--- src/design/scaf_pkg.sv ---
`timescale 1ns / 1ps

package scaf_pkg;

  // widths of the item fields and of the state
  localparam int TIMER_BITS  = 16;
  localparam int TIMEOUT_W   = 16;
  localparam int CMP_W       = (TIMER_BITS > TIMEOUT_W) ? TIMER_BITS : TIMEOUT_W;
  localparam int ADC_W       = 12;
  localparam int SURF_W      = 9;
  localparam int SURF_N      = 3;
  localparam int POS_W       = 8;
  localparam int CFG_W       = 16;
  localparam int CFG_IDX_W   = 2;

  // decoupling queue between decode and execute
  localparam int QUEUE_DEPTH = 2;
  localparam int QUEUE_PTR_W = (QUEUE_DEPTH > 1) ? $clog2(QUEUE_DEPTH) : 1;
  localparam int QUEUE_CNT_W = $clog2(QUEUE_DEPTH + 1);

  // servo positions
  localparam logic [POS_W-1:0]  POS_MAX      = 8'd180;
  localparam logic [POS_W-1:0]  POS_NEUTRAL  = 8'd90;
  localparam logic [POS_W-1:0]  POS_ZERO     = 8'd0;
  localparam logic [SURF_W-1:0] SURF_NEUTRAL = 9'd90;

  // register reset values: 7.0 V and 6.5 V through the divider, rounded up
  localparam logic [TIMEOUT_W-1:0] TIMEOUT_RST   = 16'd1000;
  localparam logic [ADC_W-1:0]     LOW_BATT_RST  = 12'd2896;
  localparam logic [ADC_W-1:0]     CRIT_BATT_RST = 12'd2689;

  typedef enum logic [2:0] {
    OP_CONTROL = 3'd0,
    OP_TRIM    = 3'd1,
    OP_ARM     = 3'd2,
    OP_DISARM  = 3'd3,
    OP_TICK    = 3'd4,
    OP_BATTERY = 3'd5
  } opcode_t;

  typedef enum logic [CFG_IDX_W-1:0] {
    CFG_TIMEOUT   = 2'd0,
    CFG_LOW_BATT  = 2'd1,
    CFG_CRIT_BATT = 2'd2
  } cfg_index_t;

  typedef enum logic [1:0] {
    EV_NONE     = 2'd0,
    EV_ARMED    = 2'd1,
    EV_DISARMED = 2'd2
  } status_ev_t;

  // classified item kinds
  typedef enum logic [2:0] {
    K_IDLE,
    K_REFRESH,
    K_CONTROL,
    K_TRIM,
    K_ARM,
    K_DISARM,
    K_TICK,
    K_BATTERY
  } kind_t;

  typedef struct packed {
    kind_t                          kind;
    logic [POS_W-1:0]               throttle;
    logic [SURF_N-1:0][SURF_W-1:0]  vals;
    logic                           batt_low;
    logic                           batt_crit;
  } item_t;

  // signed surface sum clamped to the servo range
  function automatic logic [POS_W-1:0] clamp180(input logic signed [SURF_W:0] v);
    logic signed [SURF_W:0] lim;
    lim = $signed((SURF_W+1)'(POS_MAX));
    if (v < 0) begin
      return POS_ZERO;
    end else if (v > lim) begin
      return POS_MAX;
    end
    return v[POS_W-1:0];
  endfunction

  function automatic logic [POS_W-1:0] clamp_thr(input logic [POS_W-1:0] t);
    return (t > POS_MAX) ? POS_MAX : t;
  endfunction

endpackage

--- src/design/servo_command_arming_failsafe.sv ---
`timescale 1ns / 1ps
// channel  | handshake             | payload
// ---------+-----------------------+-------------------------------------------
// in       | in_valid / in_ready   | opcode, checksum, throttle, surfaces, adc
// out      | out_valid / out_ready | applied outputs, armed, failsafe, events
// cfg      | cfg_wr_en             | cfg_index, cfg_data (timeout, thresholds)
//
// one item per cycle sustained while out_ready stays high; the accepting edge
// writes the two-entry decode queue, and the execute stage then registers the result
// from the queue head
// synchronous active-low reset puts every register but the queue storage at its power-up value
// a stalled result holds the execute stage; the queue absorbs two more beats
// before in_ready drops

module servo_command_arming_failsafe (
  input  logic                                clk,
  input  logic                                rst_n,
  input  logic                                in_valid,
  output logic                                in_ready,
  input  logic [2:0]                          in_opcode,
  input  logic                                in_checksum_ok,
  input  logic [scaf_pkg::POS_W-1:0]          in_throttle_value,
  input  logic signed [scaf_pkg::SURF_W-1:0]  in_aileron_value,
  input  logic signed [scaf_pkg::SURF_W-1:0]  in_elevator_value,
  input  logic signed [scaf_pkg::SURF_W-1:0]  in_rudder_value,
  input  logic [scaf_pkg::ADC_W-1:0]          in_battery_raw,
  output logic                                out_valid,
  input  logic                                out_ready,
  output logic [scaf_pkg::POS_W-1:0]          out_throttle_out,
  output logic [scaf_pkg::POS_W-1:0]          out_aileron_out,
  output logic [scaf_pkg::POS_W-1:0]          out_elevator_out,
  output logic [scaf_pkg::POS_W-1:0]          out_rudder_out,
  output logic                                out_armed,
  output logic                                out_failsafe_active,
  output logic [1:0]                          out_status_event,
  output logic                                out_low_battery_alert,
  output logic                                out_battery_critical,
  input  logic                                cfg_wr_en,
  input  logic [scaf_pkg::CFG_IDX_W-1:0]      cfg_index,
  input  logic [scaf_pkg::CFG_W-1:0]          cfg_data
);
  import scaf_pkg::*;

  logic [TIMEOUT_W-1:0] timeout_r, timeout_nxt;
  logic [ADC_W-1:0]     low_thr_r, low_thr_nxt;
  logic [ADC_W-1:0]     crit_thr_r, crit_thr_nxt;

  logic  q_full, q_push, q_pop, q_not_empty;
  item_t q_in_item, q_out_item;

  // configuration register decode
  always_comb begin
    timeout_nxt  = timeout_r;
    low_thr_nxt  = low_thr_r;
    crit_thr_nxt = crit_thr_r;
    if (cfg_wr_en) begin
      unique case (cfg_index)
        CFG_TIMEOUT:   timeout_nxt  = cfg_data[TIMEOUT_W-1:0];
        CFG_LOW_BATT:  low_thr_nxt  = cfg_data[ADC_W-1:0];
        CFG_CRIT_BATT: crit_thr_nxt = cfg_data[ADC_W-1:0];
        default: begin
        end
      endcase
    end
  end

  always_ff @(posedge clk) begin
    if (!rst_n) begin
      timeout_r  <= TIMEOUT_RST;
      low_thr_r  <= LOW_BATT_RST;
      crit_thr_r <= CRIT_BATT_RST;
    end else begin
      timeout_r  <= timeout_nxt;
      low_thr_r  <= low_thr_nxt;
      crit_thr_r <= crit_thr_nxt;
    end
  end

  // decode side
  scaf_front u_front (
    .in_valid          (in_valid),
    .in_ready          (in_ready),
    .in_opcode         (in_opcode),
    .in_checksum_ok    (in_checksum_ok),
    .in_throttle_value (in_throttle_value),
    .in_aileron_value  (in_aileron_value),
    .in_elevator_value (in_elevator_value),
    .in_rudder_value   (in_rudder_value),
    .in_battery_raw    (in_battery_raw),
    .low_thr           (low_thr_r),
    .crit_thr          (crit_thr_r),
    .q_full            (q_full),
    .q_push            (q_push),
    .q_item            (q_in_item)
  );

  // decoupling queue
  scaf_queue u_queue (
    .clk       (clk),
    .rst_n     (rst_n),
    .push      (q_push),
    .push_item (q_in_item),
    .full      (q_full),
    .pop       (q_pop),
    .not_empty (q_not_empty),
    .pop_item  (q_out_item)
  );

  // execute side
  scaf_back u_back (
    .clk                   (clk),
    .rst_n                 (rst_n),
    .timeout               (timeout_r),
    .q_not_empty           (q_not_empty),
    .q_item                (q_out_item),
    .q_pop                 (q_pop),
    .out_valid             (out_valid),
    .out_ready             (out_ready),
    .out_throttle_out      (out_throttle_out),
    .out_aileron_out       (out_aileron_out),
    .out_elevator_out      (out_elevator_out),
    .out_rudder_out        (out_rudder_out),
    .out_armed             (out_armed),
    .out_failsafe_active   (out_failsafe_active),
    .out_status_event      (out_status_event),
    .out_low_battery_alert (out_low_battery_alert),
    .out_battery_critical  (out_battery_critical)
  );

endmodule

--- src/design/scaf_front.sv ---
`timescale 1ns / 1ps

module scaf_front (
  input  logic                              in_valid,
  output logic                              in_ready,
  input  logic [2:0]                        in_opcode,
  input  logic                              in_checksum_ok,
  input  logic [scaf_pkg::POS_W-1:0]        in_throttle_value,
  input  logic signed [scaf_pkg::SURF_W-1:0] in_aileron_value,
  input  logic signed [scaf_pkg::SURF_W-1:0] in_elevator_value,
  input  logic signed [scaf_pkg::SURF_W-1:0] in_rudder_value,
  input  logic [scaf_pkg::ADC_W-1:0]        in_battery_raw,
  input  logic [scaf_pkg::ADC_W-1:0]        low_thr,
  input  logic [scaf_pkg::ADC_W-1:0]        crit_thr,
  input  logic                              q_full,
  output logic                              q_push,
  output scaf_pkg::item_t                   q_item
);
  import scaf_pkg::*;

  // accept whenever the queue has a free slot
  assign in_ready = !q_full;
  assign q_push   = in_valid && !q_full;

  // classify the opcode and pre-compute the battery compares
  always_comb begin
    q_item.throttle  = in_throttle_value;
    q_item.vals[0]   = in_aileron_value;
    q_item.vals[1]   = in_elevator_value;
    q_item.vals[2]   = in_rudder_value;
    q_item.batt_low  = in_battery_raw < low_thr;
    q_item.batt_crit = in_battery_raw < crit_thr;
    unique case (in_opcode)
      OP_CONTROL: q_item.kind = in_checksum_ok ? K_CONTROL : K_REFRESH;
      OP_TRIM:    q_item.kind = K_TRIM;
      OP_ARM:     q_item.kind = K_ARM;
      OP_DISARM:  q_item.kind = K_DISARM;
      OP_TICK:    q_item.kind = K_TICK;
      OP_BATTERY: q_item.kind = K_BATTERY;
      default:    q_item.kind = K_IDLE;
    endcase
  end

endmodule

--- src/design/scaf_queue.sv ---
`timescale 1ns / 1ps

module scaf_queue (
  input  logic            clk,
  input  logic            rst_n,
  input  logic            push,
  input  scaf_pkg::item_t push_item,
  output logic            full,
  input  logic            pop,
  output logic            not_empty,
  output scaf_pkg::item_t pop_item
);
  import scaf_pkg::*;

  item_t                  mem_r [QUEUE_DEPTH];
  logic [QUEUE_PTR_W-1:0] wr_ptr_r, wr_ptr_nxt;
  logic [QUEUE_PTR_W-1:0] rd_ptr_r, rd_ptr_nxt;
  logic [QUEUE_CNT_W-1:0] count_r, count_nxt;
  logic                   do_push, do_pop;

  assign full      = (count_r == QUEUE_CNT_W'(QUEUE_DEPTH));
  assign not_empty = (count_r != '0);
  assign do_push   = push && !full;
  assign do_pop    = pop && not_empty;
  assign pop_item  = mem_r[rd_ptr_r];

  // pointer and fill count update
  always_comb begin
    wr_ptr_nxt = wr_ptr_r;
    rd_ptr_nxt = rd_ptr_r;
    count_nxt  = count_r;
    if (do_push) begin
      wr_ptr_nxt = (wr_ptr_r == QUEUE_PTR_W'(QUEUE_DEPTH - 1)) ? '0 : wr_ptr_r + 1'b1;
    end
    if (do_pop) begin
      rd_ptr_nxt = (rd_ptr_r == QUEUE_PTR_W'(QUEUE_DEPTH - 1)) ? '0 : rd_ptr_r + 1'b1;
    end
    if (do_push && !do_pop) begin
      count_nxt = count_r + 1'b1;
    end else if (do_pop && !do_push) begin
      count_nxt = count_r - 1'b1;
    end
  end

  always_ff @(posedge clk) begin
    if (!rst_n) begin
      wr_ptr_r <= '0;
      rd_ptr_r <= '0;
      count_r  <= '0;
    end else begin
      wr_ptr_r <= wr_ptr_nxt;
      rd_ptr_r <= rd_ptr_nxt;
      count_r  <= count_nxt;
    end
  end

  // entry storage
  always_ff @(posedge clk) begin
    if (do_push) begin
      mem_r[wr_ptr_r] <= push_item;
    end
  end

`ifndef SYNTHESIS
  a_count_bound: assert property (@(posedge clk) disable iff (!rst_n)
    count_r <= QUEUE_CNT_W'(QUEUE_DEPTH))
    else $error("queue count above depth");
  a_count_track: assert property (@(posedge clk) disable iff (!rst_n)
    (do_push && !do_pop) |=> (count_r == $past(count_r) + 1'b1))
    else $error("queue count lost a push");
`endif

endmodule

--- src/design/scaf_back.sv ---
`timescale 1ns / 1ps

module scaf_back (
  input  logic                               clk,
  input  logic                               rst_n,
  input  logic [scaf_pkg::TIMEOUT_W-1:0]     timeout,
  input  logic                               q_not_empty,
  input  scaf_pkg::item_t                    q_item,
  output logic                               q_pop,
  output logic                               out_valid,
  input  logic                               out_ready,
  output logic [scaf_pkg::POS_W-1:0]         out_throttle_out,
  output logic [scaf_pkg::POS_W-1:0]         out_aileron_out,
  output logic [scaf_pkg::POS_W-1:0]         out_elevator_out,
  output logic [scaf_pkg::POS_W-1:0]         out_rudder_out,
  output logic                               out_armed,
  output logic                               out_failsafe_active,
  output logic [1:0]                         out_status_event,
  output logic                               out_low_battery_alert,
  output logic                               out_battery_critical
);
  import scaf_pkg::*;

  // command state
  logic [POS_W-1:0]       cmd_thr_r, cmd_thr_nxt;
  logic [SURF_W-1:0]      cmd_surf_r [SURF_N];
  logic [SURF_W-1:0]      cmd_surf_nxt [SURF_N];
  logic [SURF_W-1:0]      trim_r [SURF_N];
  logic [SURF_W-1:0]      trim_nxt [SURF_N];
  logic                   armed_r, armed_nxt;
  logic [TIMER_BITS-1:0]  quiet_r, quiet_nxt, quiet_inc;
  logic                   crit_r, crit_nxt;

  // applied outputs double as the result payload
  logic [POS_W-1:0]       app_thr_r, app_thr_nxt;
  logic [POS_W-1:0]       app_surf_r [SURF_N];
  logic [POS_W-1:0]       app_surf_nxt [SURF_N];

  // per-result flags
  logic                   out_valid_r, out_valid_nxt;
  logic                   fs_r, fs_nxt;
  status_ev_t             ev_r, ev_nxt;
  logic                   lowa_r, lowa_nxt;

  logic                   apply;

  // take the next item when the result slot is free or being drained
  assign q_pop = q_not_empty && (!out_valid_r || out_ready);

  assign quiet_inc = (quiet_r == {TIMER_BITS{1'b1}}) ? quiet_r : quiet_r + 1'b1;

  // execute one item
  always_comb begin
    cmd_thr_nxt  = cmd_thr_r;
    cmd_surf_nxt = cmd_surf_r;
    trim_nxt     = trim_r;
    armed_nxt    = armed_r;
    quiet_nxt    = quiet_r;
    crit_nxt     = crit_r;
    fs_nxt       = fs_r;
    ev_nxt       = ev_r;
    lowa_nxt     = lowa_r;
    apply        = 1'b0;
    if (q_pop) begin
      fs_nxt   = 1'b0;
      ev_nxt   = EV_NONE;
      lowa_nxt = 1'b0;
      unique case (q_item.kind)
        K_REFRESH: begin
          quiet_nxt = '0;
        end
        K_CONTROL: begin
          quiet_nxt   = '0;
          cmd_thr_nxt = q_item.throttle;
          for (int i = 0; i < SURF_N; i++) begin
            cmd_surf_nxt[i] = q_item.vals[i];
          end
          apply = 1'b1;
        end
        K_TRIM: begin
          quiet_nxt = '0;
          for (int i = 0; i < SURF_N; i++) begin
            trim_nxt[i] = q_item.vals[i];
          end
          apply = 1'b1;
        end
        K_ARM: begin
          quiet_nxt = '0;
          if (!armed_r) begin
            armed_nxt = 1'b1;
            ev_nxt    = EV_ARMED;
          end
        end
        K_DISARM: begin
          quiet_nxt = '0;
          if (armed_r) begin
            armed_nxt   = 1'b0;
            cmd_thr_nxt = POS_ZERO;
            apply       = 1'b1;
            ev_nxt      = EV_DISARMED;
          end
        end
        K_TICK: begin
          quiet_nxt = quiet_inc;
          // failsafe: neutral, disarm, re-apply on every late tick
          if (CMP_W'(quiet_inc) > CMP_W'(timeout)) begin
            cmd_thr_nxt = POS_ZERO;
            for (int i = 0; i < SURF_N; i++) begin
              cmd_surf_nxt[i] = SURF_NEUTRAL;
            end
            armed_nxt = 1'b0;
            apply     = 1'b1;
            fs_nxt    = 1'b1;
          end
        end
        K_BATTERY: begin
          crit_nxt = q_item.batt_crit;
          lowa_nxt = q_item.batt_low;
          if (q_item.batt_crit && armed_r) begin
            armed_nxt   = 1'b0;
            cmd_thr_nxt = POS_ZERO;
            apply       = 1'b1;
            ev_nxt      = EV_DISARMED;
          end
        end
        default: begin
        end
      endcase
    end
  end

  // re-apply outputs from the updated command state
  always_comb begin
    app_thr_nxt  = app_thr_r;
    app_surf_nxt = app_surf_r;
    if (apply) begin
      app_thr_nxt = armed_nxt ? clamp_thr(cmd_thr_nxt) : POS_ZERO;
      for (int i = 0; i < SURF_N; i++) begin
        app_surf_nxt[i] = clamp180($signed({cmd_surf_nxt[i][SURF_W-1], cmd_surf_nxt[i]}) +
                                   $signed({trim_nxt[i][SURF_W-1], trim_nxt[i]}));
      end
    end
  end

  // result slot handshake
  always_comb begin
    out_valid_nxt = out_valid_r;
    if (q_pop) begin
      out_valid_nxt = 1'b1;
    end else if (out_ready) begin
      out_valid_nxt = 1'b0;
    end
  end

  always_ff @(posedge clk) begin
    if (!rst_n) begin
      cmd_thr_r   <= POS_ZERO;
      armed_r     <= 1'b0;
      quiet_r     <= '0;
      crit_r      <= 1'b0;
      app_thr_r   <= POS_ZERO;
      out_valid_r <= 1'b0;
      fs_r        <= 1'b0;
      ev_r        <= EV_NONE;
      lowa_r      <= 1'b0;
      for (int i = 0; i < SURF_N; i++) begin
        cmd_surf_r[i] <= SURF_NEUTRAL;
        trim_r[i]     <= '0;
        app_surf_r[i] <= POS_NEUTRAL;
      end
    end else begin
      cmd_thr_r   <= cmd_thr_nxt;
      armed_r     <= armed_nxt;
      quiet_r     <= quiet_nxt;
      crit_r      <= crit_nxt;
      app_thr_r   <= app_thr_nxt;
      out_valid_r <= out_valid_nxt;
      fs_r        <= fs_nxt;
      ev_r        <= ev_nxt;
      lowa_r      <= lowa_nxt;
      cmd_surf_r  <= cmd_surf_nxt;
      trim_r      <= trim_nxt;
      app_surf_r  <= app_surf_nxt;
    end
  end

  assign out_valid             = out_valid_r;
  assign out_throttle_out      = app_thr_r;
  assign out_aileron_out       = app_surf_r[0];
  assign out_elevator_out      = app_surf_r[1];
  assign out_rudder_out        = app_surf_r[2];
  assign out_armed             = armed_r;
  assign out_failsafe_active   = fs_r;
  assign out_status_event      = ev_r;
  assign out_low_battery_alert = lowa_r;
  assign out_battery_critical  = crit_r;

`ifndef SYNTHESIS
  a_disarmed_no_throttle: assert property (@(posedge clk) disable iff (!rst_n)
    !armed_r |-> (app_thr_r == POS_ZERO))
    else $error("throttle applied while disarmed");
  a_arm_event_armed: assert property (@(posedge clk) disable iff (!rst_n)
    (out_valid_r && ev_r == EV_ARMED) |-> armed_r)
    else $error("arm event without armed flag");
  a_failsafe_disarms: assert property (@(posedge clk) disable iff (!rst_n)
    (out_valid_r && fs_r) |-> (!armed_r && ev_r == EV_NONE))
    else $error("failsafe left block armed");
  a_result_held: assert property (@(posedge clk) disable iff (!rst_n)
    (out_valid_r && !out_ready) |=> (out_valid_r && $stable(app_thr_r) && $stable(ev_r)))
    else $error("stalled result changed");
`endif

endmodule

--- config.mk ---
export PLATFORM = sky130hd
export DESIGN_NAME = servo_command_arming_failsafe
export DESIGN_NICKNAME = d
export VERILOG_FILES = /design/src/design/scaf_pkg.sv /design/src/design/servo_command_arming_failsafe.sv /design/src/design/scaf_front.sv /design/src/design/scaf_queue.sv /design/src/design/scaf_back.sv
export SDC_FILE = /design/constraint.sdc
export NUM_CORES = 1
export LEC_CHECK = 0
export BUFFER_PORTS_ARGS = -buffer_cell sky130_fd_sc_hd__buf_2
export CAP_MARGIN = 30
export CORE_MARGIN = 8
export CORE_UTILIZATION = 60
export CTS_BUF_LIST = sky130_fd_sc_hd__clkbuf_2
export DETAILED_ROUTE_END_ITERATION = 10
export GPL_ROUTABILITY_DRIVEN = 0
export PLACE_DENSITY = 0.9
export SLEW_MARGIN = 15
export SYNTH_ARGS = -nofsm -noshare
export SYNTH_HDL_FRONTEND = slang
export SYNTH_SLANG_ARGS = --single-unit
--- constraint.sdc ---
create_clock -name clk -period 19.2 [get_ports clk]
set_input_delay 3.84 -clock clk [delete_from_list [all_inputs] [get_ports clk]]
set_output_delay 3.84 -clock clk [all_outputs]
set_load 0.05 [all_outputs]
# After elaboration in Yosys (flattened, before gate mapping)
# Memories as Yosys holds them, arrays and structs flattened. A register that Yosys moved wholly into a read port is not among the register bits.
# Cells that the tools add are included.
# word_totals
word_cells	143
memories	1
inputBits	74
mem_bits_rw	80
output_inout_bits	40
reg_bits	161
# mem_list
name	depth	word_bits	read_ports	rd_ports_with_merged_regs	wr	line	rtl
u_queue.mem_r	2	40	1	1	1	scaf_queue.sv:15	item_t mem_r [QUEUE_DEPTH];
# op_classes
eq_ne	16
addsub	8
n_reduce_logical	25
n_mux	59
magnitude_cmp	10
# ops
operator	n
8-bit 2-to-1 mux	15
27-bit 2-to-1 mux	4
27-bit case mux with 2 select lines	1
16-bit case mux with 2 select lines	1
8-bit case mux with 4 select lines	1
9-bit by 9-bit adder with 10-bit output	3
10-bit by 9-bit > comparator with 1-bit output, second input constant	3
10-bit by 1-bit < comparator with 1-bit output, second input constant	3
1-bit 2-to-1 mux	27
12-bit < comparator	2
3-bit equality test, second input constant	6
3-bit case mux with 6 select lines	1
16-bit by 1-bit adder with 16-bit output, second input constant	1
16-bit equality test, second input constant	1
16-bit > comparator	1
16-bit 2-to-1 mux	1
3-bit by 2-bit equality test with 1-bit output, second input constant	4
2-bit 2-to-1 mux	5
2-bit AND reduction	5
8-bit > comparator, second input constant	1
1-bit case mux with 4 select lines	2
2-bit nonzero test	4
1-bit logical AND	7
3-bit by 1-bit equality test with 1-bit output, second input constant	2
12 further kinds	17

# Logic depth before layout (Yosys ltp)
# Gate-level depths: netlist of the first run.
# depth
word_depth	12
depth_mapped	30
mapped_depth_nobuf	26

# Cells and area by module
# From an unflattened synthesis of the first run, not the netlist that was laid out.
# hier_totals
hier_cells	1217
area_unflattened_um2	12374.4
# by_module_without_submodules
module	seq_area_each_um2	n_inst	cells_each	area_each_um2
scaf_back	2342.2	1	791	6776.5
scaf_queue	2502.4	1	149	3109.2
servo_command_arming_failsafe	800.8	1	157	1607.8
scaf_front	0.0	1	120	880.8

# Worst setup path before layout of the first run
# OpenSTA, ideal clock, no wires.
# synth_path
path_kind	in2reg
start	input out_ready
end	register u_back.app_surf_r, in the netlist u_back.out_elevator_out[5]
t_required_ns	19.078
cell_stages	18
setup_time_ns	0.122
path_buffers	2
arrival_ns	7.121
setup_slack_ns	11.958
cell_sequence	nor2b_1 -> nor2_2 -> nand2_1 -> or3_1 -> buf_2 -> buf_6 -> o22a_1 -> ha_1 -> inv_1 -> fa_1 -> nor2b_1 -> o21ai_0 -> a21boi_0 -> o21a_1 -> or3_1 -> a22oi_1 -> o21ai_0 -> a221o_1
# synth_rtl
item	line	rtl
start: declaration	servo_command_arming_failsafe.sv:28	input logic out_ready,
end signal: assignment	scaf_back.sv:183	app_surf_r <= app_surf_nxt;
end: declaration	scaf_back.sv:36	logic [POS_W-1:0] app_surf_r [SURF_N];

==> results of run 1 <==
-- cell type report --
type	instances	share of cell area, %
clock buffer	92	3.52
antenna	1	0.0191
tap	265	2.53
multi-input combinational	852	43.1
clock inverter	13	0.402
timing repair buffer	124	5.13
sequential	242	43.1
inverter	76	2.18
-- path summary, 6_finish.rpt --
path | startpoint | end | slack, ns | depth (start not counted)
hold reg to reg | low_thr_r[1] | low_thr_r[1] | 0.46 | 2
setup reg to reg | u_back.quiet_r[4] | u_back.out_rudder_out[6] | 11.66 | 25
hold / removal | low_thr_r[1] | low_thr_r[1] | 0.46 | 2
setup / recovery | u_back.quiet_r[4] | u_back.out_rudder_out[6] | 11.66 | 25
-- power by group through the flow --
stage               logic, mW  clock network, mW  registers, mW
finish                  0.468              0.325          0.617
global route            0.511              0.360          0.622
CTS                     0.460              0.332          0.617
detailed placement      0.457                  0          0.628
global placement        0.441                  0          0.626
floorplan               0.306                  0          0.662
-- critical path, stage by stage, from the launching register on --
cell	delay, ns
dfxtp_1	0.49
and4_1	0.27
nand4_1	0.19
nor4_1	0.48
nand2b_1	0.35
and2_0	0.35
and4_1	0.29
xor2_1	0.16
ha_1	0.33
nand4_1	0.11
nor4_1	0.81
nand3_1	0.19
nand2_1	0.12
or3_1	0.61
o22a_1	0.28
ha_1	0.19
inv_1	0.06
fa_1	0.41
nor2b_1	0.13
o21ai_0	0.11
a21oi_1	0.22
o21ai_0	0.15
a31o_2	0.25
a211oi_1	0.36
a21oi_1	0.18
a221o_1	0.32
-- state kept, by name, summed over array words and instances, names as in the netlist, 8 cells and up, named ones only --
name / cells
crit_thr_r: 12
low_thr_r: 12
u_back.out_throttle_out: 8
u_back.quiet_r: 16
u_back.out_aileron_out: 8
u_back.cmd_surf_r: 27
u_back.cmd_thr_r: 8
u_back.out_elevator_out: 8
u_back.out_rudder_out: 8
timeout_r: 16
u_back.trim_r: 27
u_queue.mem_r: 80
-- routing by layer --
metal	share of wire [%]	global-route usage (%)	vias to the layer above
met1	42	26.9	4574
met3	7.7	4.79	74
met2	48	38.0	371
met4	2.8	10.2	0
li1	-	-	4674
met5	0	0	-
-- synthesized netlist by cell type, types with 8 or more instances --
library cell  instances
mux2_2               26
and2_1               46
nand2b_1             12
a211oi_1             12
ha_1                 67
clkbuf_1             33
nand2_1             132
or2_2                12
a21oi_1              87
o2bb2ai_1             9
nand3_1              22
inv_1                76
xor2_1                8
o211ai_1             26
nor3_1               12
a22o_1               13
xnor2_1              19
a31oi_1              17
dfxtp_1             162
a22oi_1              10
mux2i_1              32
nor2_1               90
and3_1               10
edfxtp_1             80
a21o_1               14
o21ai_0              68
-- kinds of logic (layout without fill, tap and decap cells) --
logic type / count (synthesis) / in the layout / share of synthesized area (%)
AND/OR/NAND/NOR: 383 / 383 / 15.7
buffers and inverters: 123 / 305 / 4.12
multiplexers: 58 / 58 / 5.22
XOR/XNOR: 27 / 27 / 2.01
flip-flops: 242 / 242 / 48.0
AO/OA/AOI/OAI: 314 / 314 / 17.3
other: 0 / 1 / 0
adder cells (fa/ha/maj): 70 / 70 / 7.64
==> impl_metrics.env, run 1 <==
export IMPL_status="finished clean"
export IMPL_vias_per_cell=5.82
export IMPL_synth_edf_count=80
export IMPL_clock_skew_ns=0.0360
export IMPL_synth_warnings=0
export IMPL_synthCells=1217
export IMPL_synth_distinct_cells=67
export IMPL_wl_per_cell_um=16.5
export IMPL_wirelength_mm=27.6
export IMPL_fin_ws_ns=11.66
export IMPL_p_leak_nw=5.51
export IMPL_numPortBuffers=113
export IMPL_final_setup_tns_ns=0
export IMPL_tightest_slew_ns=1.07
export IMPL_multi_input_area_um2=5640
export IMPL_p_sw_share_pct=37.6
export IMPL_power_internal_mw=0.880
export IMPL_dpl_cell_area_um2=12500
export IMPL_cts_root_buf="clkbuf_2"
export IMPL_drc=0
export IMPL_p_clk_share_pct=23.1
export IMPL_clk_latency_ns=0.86
export IMPL_synth_area_um2=11800
export IMPL_layout_nets=1498
export IMPL_cts_hold_buf=0
export IMPL_antenna_found_initial=1
export IMPL_layout_cells_non_filler=1665
export IMPL_fmax_mhz=133
export IMPL_share_seq_of_total_power_pct=43.8
export IMPL_place_ws_ns=11.20
export IMPL_synth_area_leaders="dfxtp_1, edfxtp_1, ha_1"
export IMPL_crit_type="flip-flop to flip-flop"
export IMPL_min_period_ns=7.54
export IMPL_max_cap_violations=0
export IMPL_grt_first_pass_wirelength_mm=44.8
export IMPL_core_area_um2=19300
export IMPL_seq_area_um2=5650
export IMPL_grt_pass1_vias=9594
export IMPL_drt_first_pass_iters=6
export IMPL_die_w_um=156
export IMPL_die_area_um2=24300
export IMPL_final_hold_violation_count=0
export IMPL_cp_max_fo=17
export IMPL_avgSynthCellArea_um2=9.66
export IMPL_h_tree_depth=2
export IMPL_area_growth_pct=11.4
export IMPL_grt_max_degree=78
export IMPL_seq_area_frac_synth_pct=48.0
export IMPL_worst_ep_required_time_ns=19.94
export IMPL_gr_total_overflow=0
export IMPL_finalCritPeriodShare_pct=39.3
export IMPL_cts_resized=0
export IMPL_yosys_area_top_type_share_pct=27.6
export IMPL_antenna_left=0
export IMPL_synth_ff_type="dfxtp_1"
export IMPL_cp_arrival_ns=8.29
export IMPL_drive_gt1_share_pct=19.6
export IMPL_synth_fp_nets=1361
export IMPL_final_util_pct=67.7
export IMPL_io_pins=114
export IMPL_cts_buffer_depth=3
export IMPL_worstSetupEndpointType="flip-flop"
export IMPL_ys_seq_elements=242
export IMPL_setup_viol=0
export IMPL_maxSlewViolCount=0
export IMPL_cts_made_buffers=58
export IMPL_drt_initial_drc_count=747
export IMPL_power_frac_comb_pct=33.2
export IMPL_finalPower_mw=1.41
export IMPL_grtUsageTotal_pct=22.4
export IMPL_dp_hpwl_mm=19.4
export IMPL_peakVddDrop_uv=89.9
export IMPL_initial_core_util_pct=60.8
export IMPL_vias=9693
export IMPL_cts_sinks=242
export IMPL_p_switching_mw=0.530
export IMPL_final_area_um2=13100
export IMPL_synth_top_area_cell="dfxtp_1"
export IMPL_layout_commonest_cell="dfxtp_1"
export IMPL_die_h_um=156
export IMPL_rsz0062_at_grt="no"
export IMPL_path_clk_slew_ns=0.11
export IMPL_start_kind="flip-flop"
export IMPL_cts_setup_buffers=0
export IMPL_n_fill_cell=1514
export IMPL_cts_tree="built"
export IMPL_power_per_cell_area_nw_per_um2=108
export IMPL_place_inst=1556
export IMPL_mostFrequentLayoutCells="dfxtp_1, nand2_1, buf_2"
export IMPL_rows=51
export IMPL_timing_hold_ws_ns=0.457
export IMPL_hold_path_class="flip-flop to flip-flop"
export IMPL_synthArstFlopShare_pct=0
export IMPL_slew_headroom_pct=27.7
(Power assumes the default switching activity.)
==> inputs of run 2 (changes only) <==
--- a/config.mk
+++ b/config.mk
@@ -5,6 +5,7 @@
 export SDC_FILE = /design/constraint.sdc
 export NUM_CORES = 1
 export LEC_CHECK = 0
+export ABC_AREA = 1
 export BUFFER_PORTS_ARGS = -buffer_cell sky130_fd_sc_hd__buf_2
 export CAP_MARGIN = 30
 export CORE_MARGIN = 8
==> constraint.sdc (replaced) <==
create_clock -name clk -period 7.7 [get_ports clk]
set_input_delay 1.54 -clock clk [delete_from_list [all_inputs] [get_ports clk]]
set_output_delay 1.54 -clock clk [all_outputs]
set_load 0.05 [all_outputs]
==> run 2 against run 1 <==
  * Global-route usage increased by 0.10 points
  * Synthesized cell count rose by 15%
  * Area after synthesis rose by 0.83%
  * Largest cell class unchanged
==> impl_metrics.env, run 2 <==
export IMPL_final_hold_violation_count=0
export IMPL_synth_area_um2=11900
export IMPL_gr_total_overflow=0
export IMPL_cts_tree="built"
export IMPL_power_per_cell_area_nw_per_um2=336
export IMPL_synth_distinct_cells=46
export IMPL_largest_register_ffs=80
export IMPL_worst_ep_required_time_ns=8.43
export IMPL_peakVddDrop_uv=180
export IMPL_avgSynthCellArea_um2=8.44
export IMPL_cts_root_buf="clkbuf_2"
export IMPL_cts_sinks=242
export IMPL_numPortBuffers=113
export IMPL_hp_start="crit_thr_r[3]"
export IMPL_ys_seq_elements=242
export IMPL_synth_most_common_cell="nand2_1"
export IMPL_synth_fp_nets=1548
export IMPL_cts_made_buffers=60
export IMPL_timing_hold_ws_ns=0.460
export IMPL_cts_buffer_depth=3
export IMPL_io_pins=114
export IMPL_synth_area_leaders="dfxtp_1, edfxtp_1, nand2_1"
export IMPL_die_w_um=157
export IMPL_reg_largest_list="u_queue.mem_r: 80 flops, u_back.cmd_surf_r: 27 flops, u_back.trim_r: 27 flops"
export IMPL_wirelength_mm=27.8
export IMPL_antenna_found_initial=1
export IMPL_wl_per_cell_um=15.0
export IMPL_layout_commonest_cell="nand2_1"
export IMPL_start_kind="flip-flop"
export IMPL_layout_nets=1690
export IMPL_layout_cells_non_filler=1855
export IMPL_place_inst=1748
export IMPL_finalCritPeriodShare_pct=82.2
export IMPL_synth_warnings=0
export IMPL_n_fill_cell=1473
export IMPL_top_register="u_queue.mem_r"
export IMPL_status="finished clean"
export IMPL_drive_gt1_share_pct=18.9
export IMPL_synth_common_cells="nand2_1, inv_1, dfxtp_1"
export IMPL_synthCells=1404
export IMPL_tightest_slew_ns=0.777
export IMPL_grt_first_pass_wirelength_mm=45.4
export IMPL_cp_max_fo=11
export IMPL_grt_pass1_vias=9924
export IMPL_cts_setup_buffers=0
export IMPL_max_cap_violations=0
export IMPL_hold_path_class="flip-flop to flip-flop"
export IMPL_cts_hold_buf=0
export IMPL_die_area_um2=24500
export IMPL_h_tree_depth=2
export IMPL_worstSetupEndpointType="flip-flop"
export IMPL_synth_ff_type="dfxtp_1"
export IMPL_core_area_um2=19400
export IMPL_rows=51
export IMPL_dp_hpwl_mm=20.2
export IMPL_synth_edf_count=80
export IMPL_slew_headroom_pct=48.1
export IMPL_drt_initial_drc_count=861
export IMPL_final_setup_tns_ns=0
export IMPL_min_period_ns=6.33
export IMPL_maxSlewViolCount=0
export IMPL_grt_max_degree=66
export IMPL_mostFrequentLayoutCells="nand2_1, inv_1, dfxtp_1"
export IMPL_path_clk_slew_ns=0.09
export IMPL_cp_arrival_ns=7.06
export IMPL_drc=0
export IMPL_area_growth_pct=11.5
export IMPL_drt_first_pass_iters=6
export IMPL_p_leak_nw=6.24
export IMPL_r2r_start="u_back.quiet_r[0]"
export IMPL_synthArstFlopShare_pct=0
export IMPL_initial_core_util_pct=61.1
export IMPL_crit_type="flip-flop to flip-flop"
export IMPL_vias_per_cell=5.45
export IMPL_seq_area_frac_synth_pct=47.6
export IMPL_cpMaxStageDelayCell="dfxtp_1"
export IMPL_cts_resized=0
export IMPL_grtUsageTotal_pct=22.5
export IMPL_yosys_area_top_type_share_pct=27.4
export IMPL_clk_latency_ns=0.85
export IMPL_cpMostUsedCell="nand2_1"
export IMPL_fmax_mhz=158
export IMPL_die_h_um=157
export IMPL_vias=10100
export IMPL_antenna_left=0
export IMPL_synth_top_area_cell="dfxtp_1"
export IMPL_critPathMaxStageDelay_ns=0.40
export IMPL_final_util_pct=68.1
export IMPL_clock_skew_ns=0.0908
export IMPL_crit_start="u_back.quiet_r[0]"
export IMPL_rsz0062_at_grt="no"
export IMPL_setup_viol=0
==> run 2: cell families (layout without fill, tap and decap cells) <==
family                   Yosys count  in the layout  share of synthesized area (%)
AND/OR/NAND/NOR                  486            486                           17.3
AO/OA/AOI/OAI                    317            317                           15.2
flip-flops                       242            242                           47.6
buffers and inverters            235            420                           7.80
adder cells (fa/ha/maj)           70             70                           7.58
multiplexers                      30             30                           2.65
XOR/XNOR                          24             24                           1.77
other                              0              1                              0
==> run 2: stage by stage <==
step | cell area, µm² | total power, mW | worst slack [ns]
CTS | 13200 | 4.42 | 1.49
finish | 13200 | 4.44 | 1.37
global route | 13200 | 4.75 | 0.615
detailed placement | 12700 | 3.60 | 1.55
global placement | 12600 | 3.52 | 1.82
floorplan | 11900 | 3.13 | 2.40
==> run 2: routing by layer <==
metal | vias to the layer above | share of wire, % | track usage (%)
met5 | - | 0 | 0
met4 | 0 | 2.8 | 9.15
met3 | 75 | 8.4 | 4.96
met2 | 425 | 46 | 36.8
met1 | 4639 | 43 | 28.5
li1 | 4977 | - | -
==> run 2: critical path: cells and delay by family, from the launching register on <==
family / cells / cell delay, ns
AND/OR/NAND/NOR: 21 / 2.88
XOR/XNOR: 2 / 0.27
AO/OA/AOI/OAI: 6 / 1.09
flip-flops: 1 / 0.40
adder cells (fa/ha/maj): 4 / 1.01
buffers and inverters: 6 / 0.56
==> run 2: final timing paths <==
check	end	slack, ns	depth (start not counted)
worst max register to register	u_back.out_rudder_out[5]	1.37	39
worst max-delay path	u_back.out_rudder_out[5]	1.37	39
worst min-delay path	crit_thr_r[3]	0.46	2
worst min register to register	crit_thr_r[3]	0.46	2
==> run 2: cell type report <==
cell class | instances | area (µm²) | area share, %
Tap cell | 265 | 332 | 2.51
Clock buffer | 92 | 460 | 3.49
Multi-Input combinational cell | 927 | 5300 | 40.1
Sequential cell | 242 | 5650 | 42.7
Clock inverter | 13 | 57.6 | 0.436
Antenna cell | 1 | 2.50 | 0.0189
Timing Repair Buffer | 126 | 706 | 5.34
Inverter | 189 | 709 | 5.37
==> run 2: report_power, final <==
part,switching [mW],leakage [nW],internal [mW]
logic,1.36,3.77,0.641
registers,0.0973,2.06,1.52
clock network,0.498,0.402,0.314
==> inputs of run 3 (changes only) <==
--- a/config.mk
+++ b/config.mk
@@ -9,11 +9,11 @@
 export BUFFER_PORTS_ARGS = -buffer_cell sky130_fd_sc_hd__buf_2
 export CAP_MARGIN = 30
 export CORE_MARGIN = 8
-export CORE_UTILIZATION = 60
+export CORE_UTILIZATION = 56
 export CTS_BUF_LIST = sky130_fd_sc_hd__clkbuf_2
 export DETAILED_ROUTE_END_ITERATION = 10
 export GPL_ROUTABILITY_DRIVEN = 0
-export PLACE_DENSITY = 0.9
+export PLACE_DENSITY = 0.88
 export SLEW_MARGIN = 15
 export SYNTH_ARGS = -nofsm -noshare
 export SYNTH_HDL_FRONTEND = slang
==> constraint.sdc (replaced) <==
create_clock -name clk -period 5.2 [get_ports clk]
set_input_delay 1.04 -clock clk [delete_from_list [all_inputs] [get_ports clk]]
set_output_delay 1.04 -clock clk [all_outputs]
set_load 0.05 [all_outputs]
==> run 3 against run 2 <==
  * Final area is 6.7% higher
  * Largest cell class is now multi-input combinational cells
  * Flip-flop and latch count stayed put
  * Critical path depth is 3 lower
  * Combinational power is 94% higher
  * Register-to-register slack worse by 1.7 ns
  * The flow now finishes with violations (negative setup slack)
==> impl_metrics.env, run 3 (same netlist as run 2, synthesis figures left out) <==
export IMPL_start_kind="flip-flop"
export IMPL_min_period_ns=5.49
export IMPL_grt_busiest_layer="met2"
export IMPL_cts_root_buf="clkbuf_2"
export IMPL_top_register="u_queue.mem_r"
export IMPL_final_area_um2=14100
export IMPL_die_h_um=161
export IMPL_cpMaxStageDelayCell="dfxtp_4"
export IMPL_final_hold_violation_count=0
export IMPL_die_area_um2=26100
export IMPL_path_clk_slew_ns=0.12
export IMPL_cp_max_fo=7
export IMPL_cts_hold_buf=0
export IMPL_area_growth_pct=18.9
export IMPL_die_w_um=161
export IMPL_h_tree_depth=2
export IMPL_antenna_left=0
export IMPL_maxSlewViolCount=0
export IMPL_violations="negative setup slack"
export IMPL_drc=0
export IMPL_core_area_um2=20900
export IMPL_gr_total_overflow=0
export IMPL_slew_headroom_pct=54.5
export IMPL_dp_hpwl_mm=20.4
export IMPL_cts_sinks=242
export IMPL_fin_ws_ns=-0.294
export IMPL_antenna_found_initial=1
export IMPL_io_pins=114
export IMPL_grt_first_pass_wirelength_mm=45.0
export IMPL_grtUsageTotal_pct=20.7
export IMPL_grt_max_degree=65
export IMPL_multi_input_area_um2=5840
export IMPL_grtUsageMet2_pct=33.3
export IMPL_dpl_cell_area_um2=12800
export IMPL_hold_path_class="input pin to flip-flop"
export IMPL_grt_pass1_vias=9622
export IMPL_rsz0062_at_grt="yes"
export IMPL_clk_latency_ns=0.88
export IMPL_initial_core_util_pct=56.7
export IMPL_cts_made_buffers=56
export IMPL_clock_skew_ns=0.0806
export IMPL_vias_per_cell=5.53
export IMPL_tightest_slew_ns=0.683
export IMPL_power_per_cell_area_nw_per_um2=532
export IMPL_layout_nets=1724
export IMPL_status="finished, violations left"
export IMPL_crit_type="flip-flop to flip-flop"
export IMPL_peakVddDrop_uv=232
export IMPL_met3_usage_pct=4.94
export IMPL_cts_tree="built"
export IMPL_grt_use_met1_pct=26.1
export IMPL_cpMostUsedCell="inv_1"
export IMPL_final_util_pct=67.5
export IMPL_vias=10500
export IMPL_worst_ep_required_time_ns=5.91
export IMPL_numPortBuffers=113
export IMPL_finalPower_mw=7.50
export IMPL_wirelength_mm=31.4
export IMPL_mostFrequentLayoutCells="nand2_1, inv_1, dfxtp_1"
export IMPL_critPathMaxStageDelay_ns=0.39
export IMPL_largest_register_ffs=80
export IMPL_worstSetupEndpointType="flip-flop"
export IMPL_rows=53
export IMPL_fmax_mhz=182
export IMPL_drt_first_pass_iters=6
export IMPL_drt_initial_drc_count=772
export IMPL_max_cap_violations=0
export IMPL_cp_arrival_ns=6.21
export IMPL_seq_area_um2=5650
export IMPL_setup_viol=8
export IMPL_reg_largest_list="u_queue.mem_r: 80 flops, u_back.cmd_surf_r: 27 flops, u_back.trim_r: 27 flops"
export IMPL_wl_per_cell_um=16.5
export IMPL_final_setup_tns_ns=-1.57
export IMPL_p_leak_nw=6.49
export IMPL_finalCritPeriodShare_pct=106
export IMPL_cts_buffer_depth=3
export IMPL_cp_top_family="simple AND/OR/NAND/NOR gates"
export IMPL_layout_commonest_cell="nand2_1"
export IMPL_n_fill_cell=1514
export IMPL_drive_gt1_share_pct=27.3
export IMPL_critPathBufInv=8
run 3: cell types whose count changed in the layout (fill, tap and decap cells not counted), sizes merged:
cell	delta
bufinv	+1
clkinvlp	-1
clkinv	+9
clkbuf	-13
inv	+2
buf	+39
run 3: final timing paths:
kind	from	end	slack [ns]	depth (start not counted)
worst max-delay path	u_back.quiet_r[1]	u_back.out_aileron_out[2]	-0.29	36
worst max register to register	u_back.quiet_r[1]	u_back.out_aileron_out[2]	-0.29	36
worst min-delay path	in_elevator_value[1]	u_queue.mem_r[0][12]	0.33	1
worst min register to register	crit_thr_r[5]	crit_thr_r[5]	0.46	2
run 3: per-stage QoR:
step                      setup slack [ns]  hold WS (ns)  instances
after CTS                           0.0155         0.286       1880
final                               -0.294         0.335       1902
after global routing                -0.519         0.268       1902
after floorplan                    0.00897         0.426       1404
after detailed placement           -0.0981         0.448       1776
after global placement               0.168         0.426       1772
run 3: cell type report:
type	count	area share (%)
clock inverters	24	0.897
flip-flops and latches	242	40.1
multi-input cells	927	41.5
clock buffers	80	2.84
repair buffers	164	7.18
well taps	275	2.44
diodes	1	0.0178
inverters	189	5.07
run 3: per-layer routing:
layer  vias to the layer above  wire length, µm
li1                       5035                -
met1                      4829            13000
met2                       505            14600
met3                       140             2500
met4                         0             1340
met5                         -                0
run 3: what timing repair did:
action	in CTS	in global routing
resized for setup	10	149
setup buffers	0	21
hold endpoints to repair	0	0
pin swaps	1	71
endpoints found under the setup margin	19	24
run 3: worst reg2reg max path, delay by kind of cell, from the launching register on:
family / cells / cell delay, ns
XOR/XNOR: 2 / 0.30
adder cells (fa/ha/maj): 3 / 0.80
buffers and inverters: 8 / 0.80
flip-flops: 1 / 0.39
AO/OA/AOI/OAI: 3 / 0.49
AND/OR/NAND/NOR: 20 / 2.57
run 3: report_power, final:
group          leakage, nW  total, mW  switching (mW)  internal [mW]
registers             2.06       2.40           0.148           2.26
logic                 4.04       3.87            2.49           1.37
clock network        0.389       1.23           0.758          0.472
total                 6.49       7.50            3.40           4.10
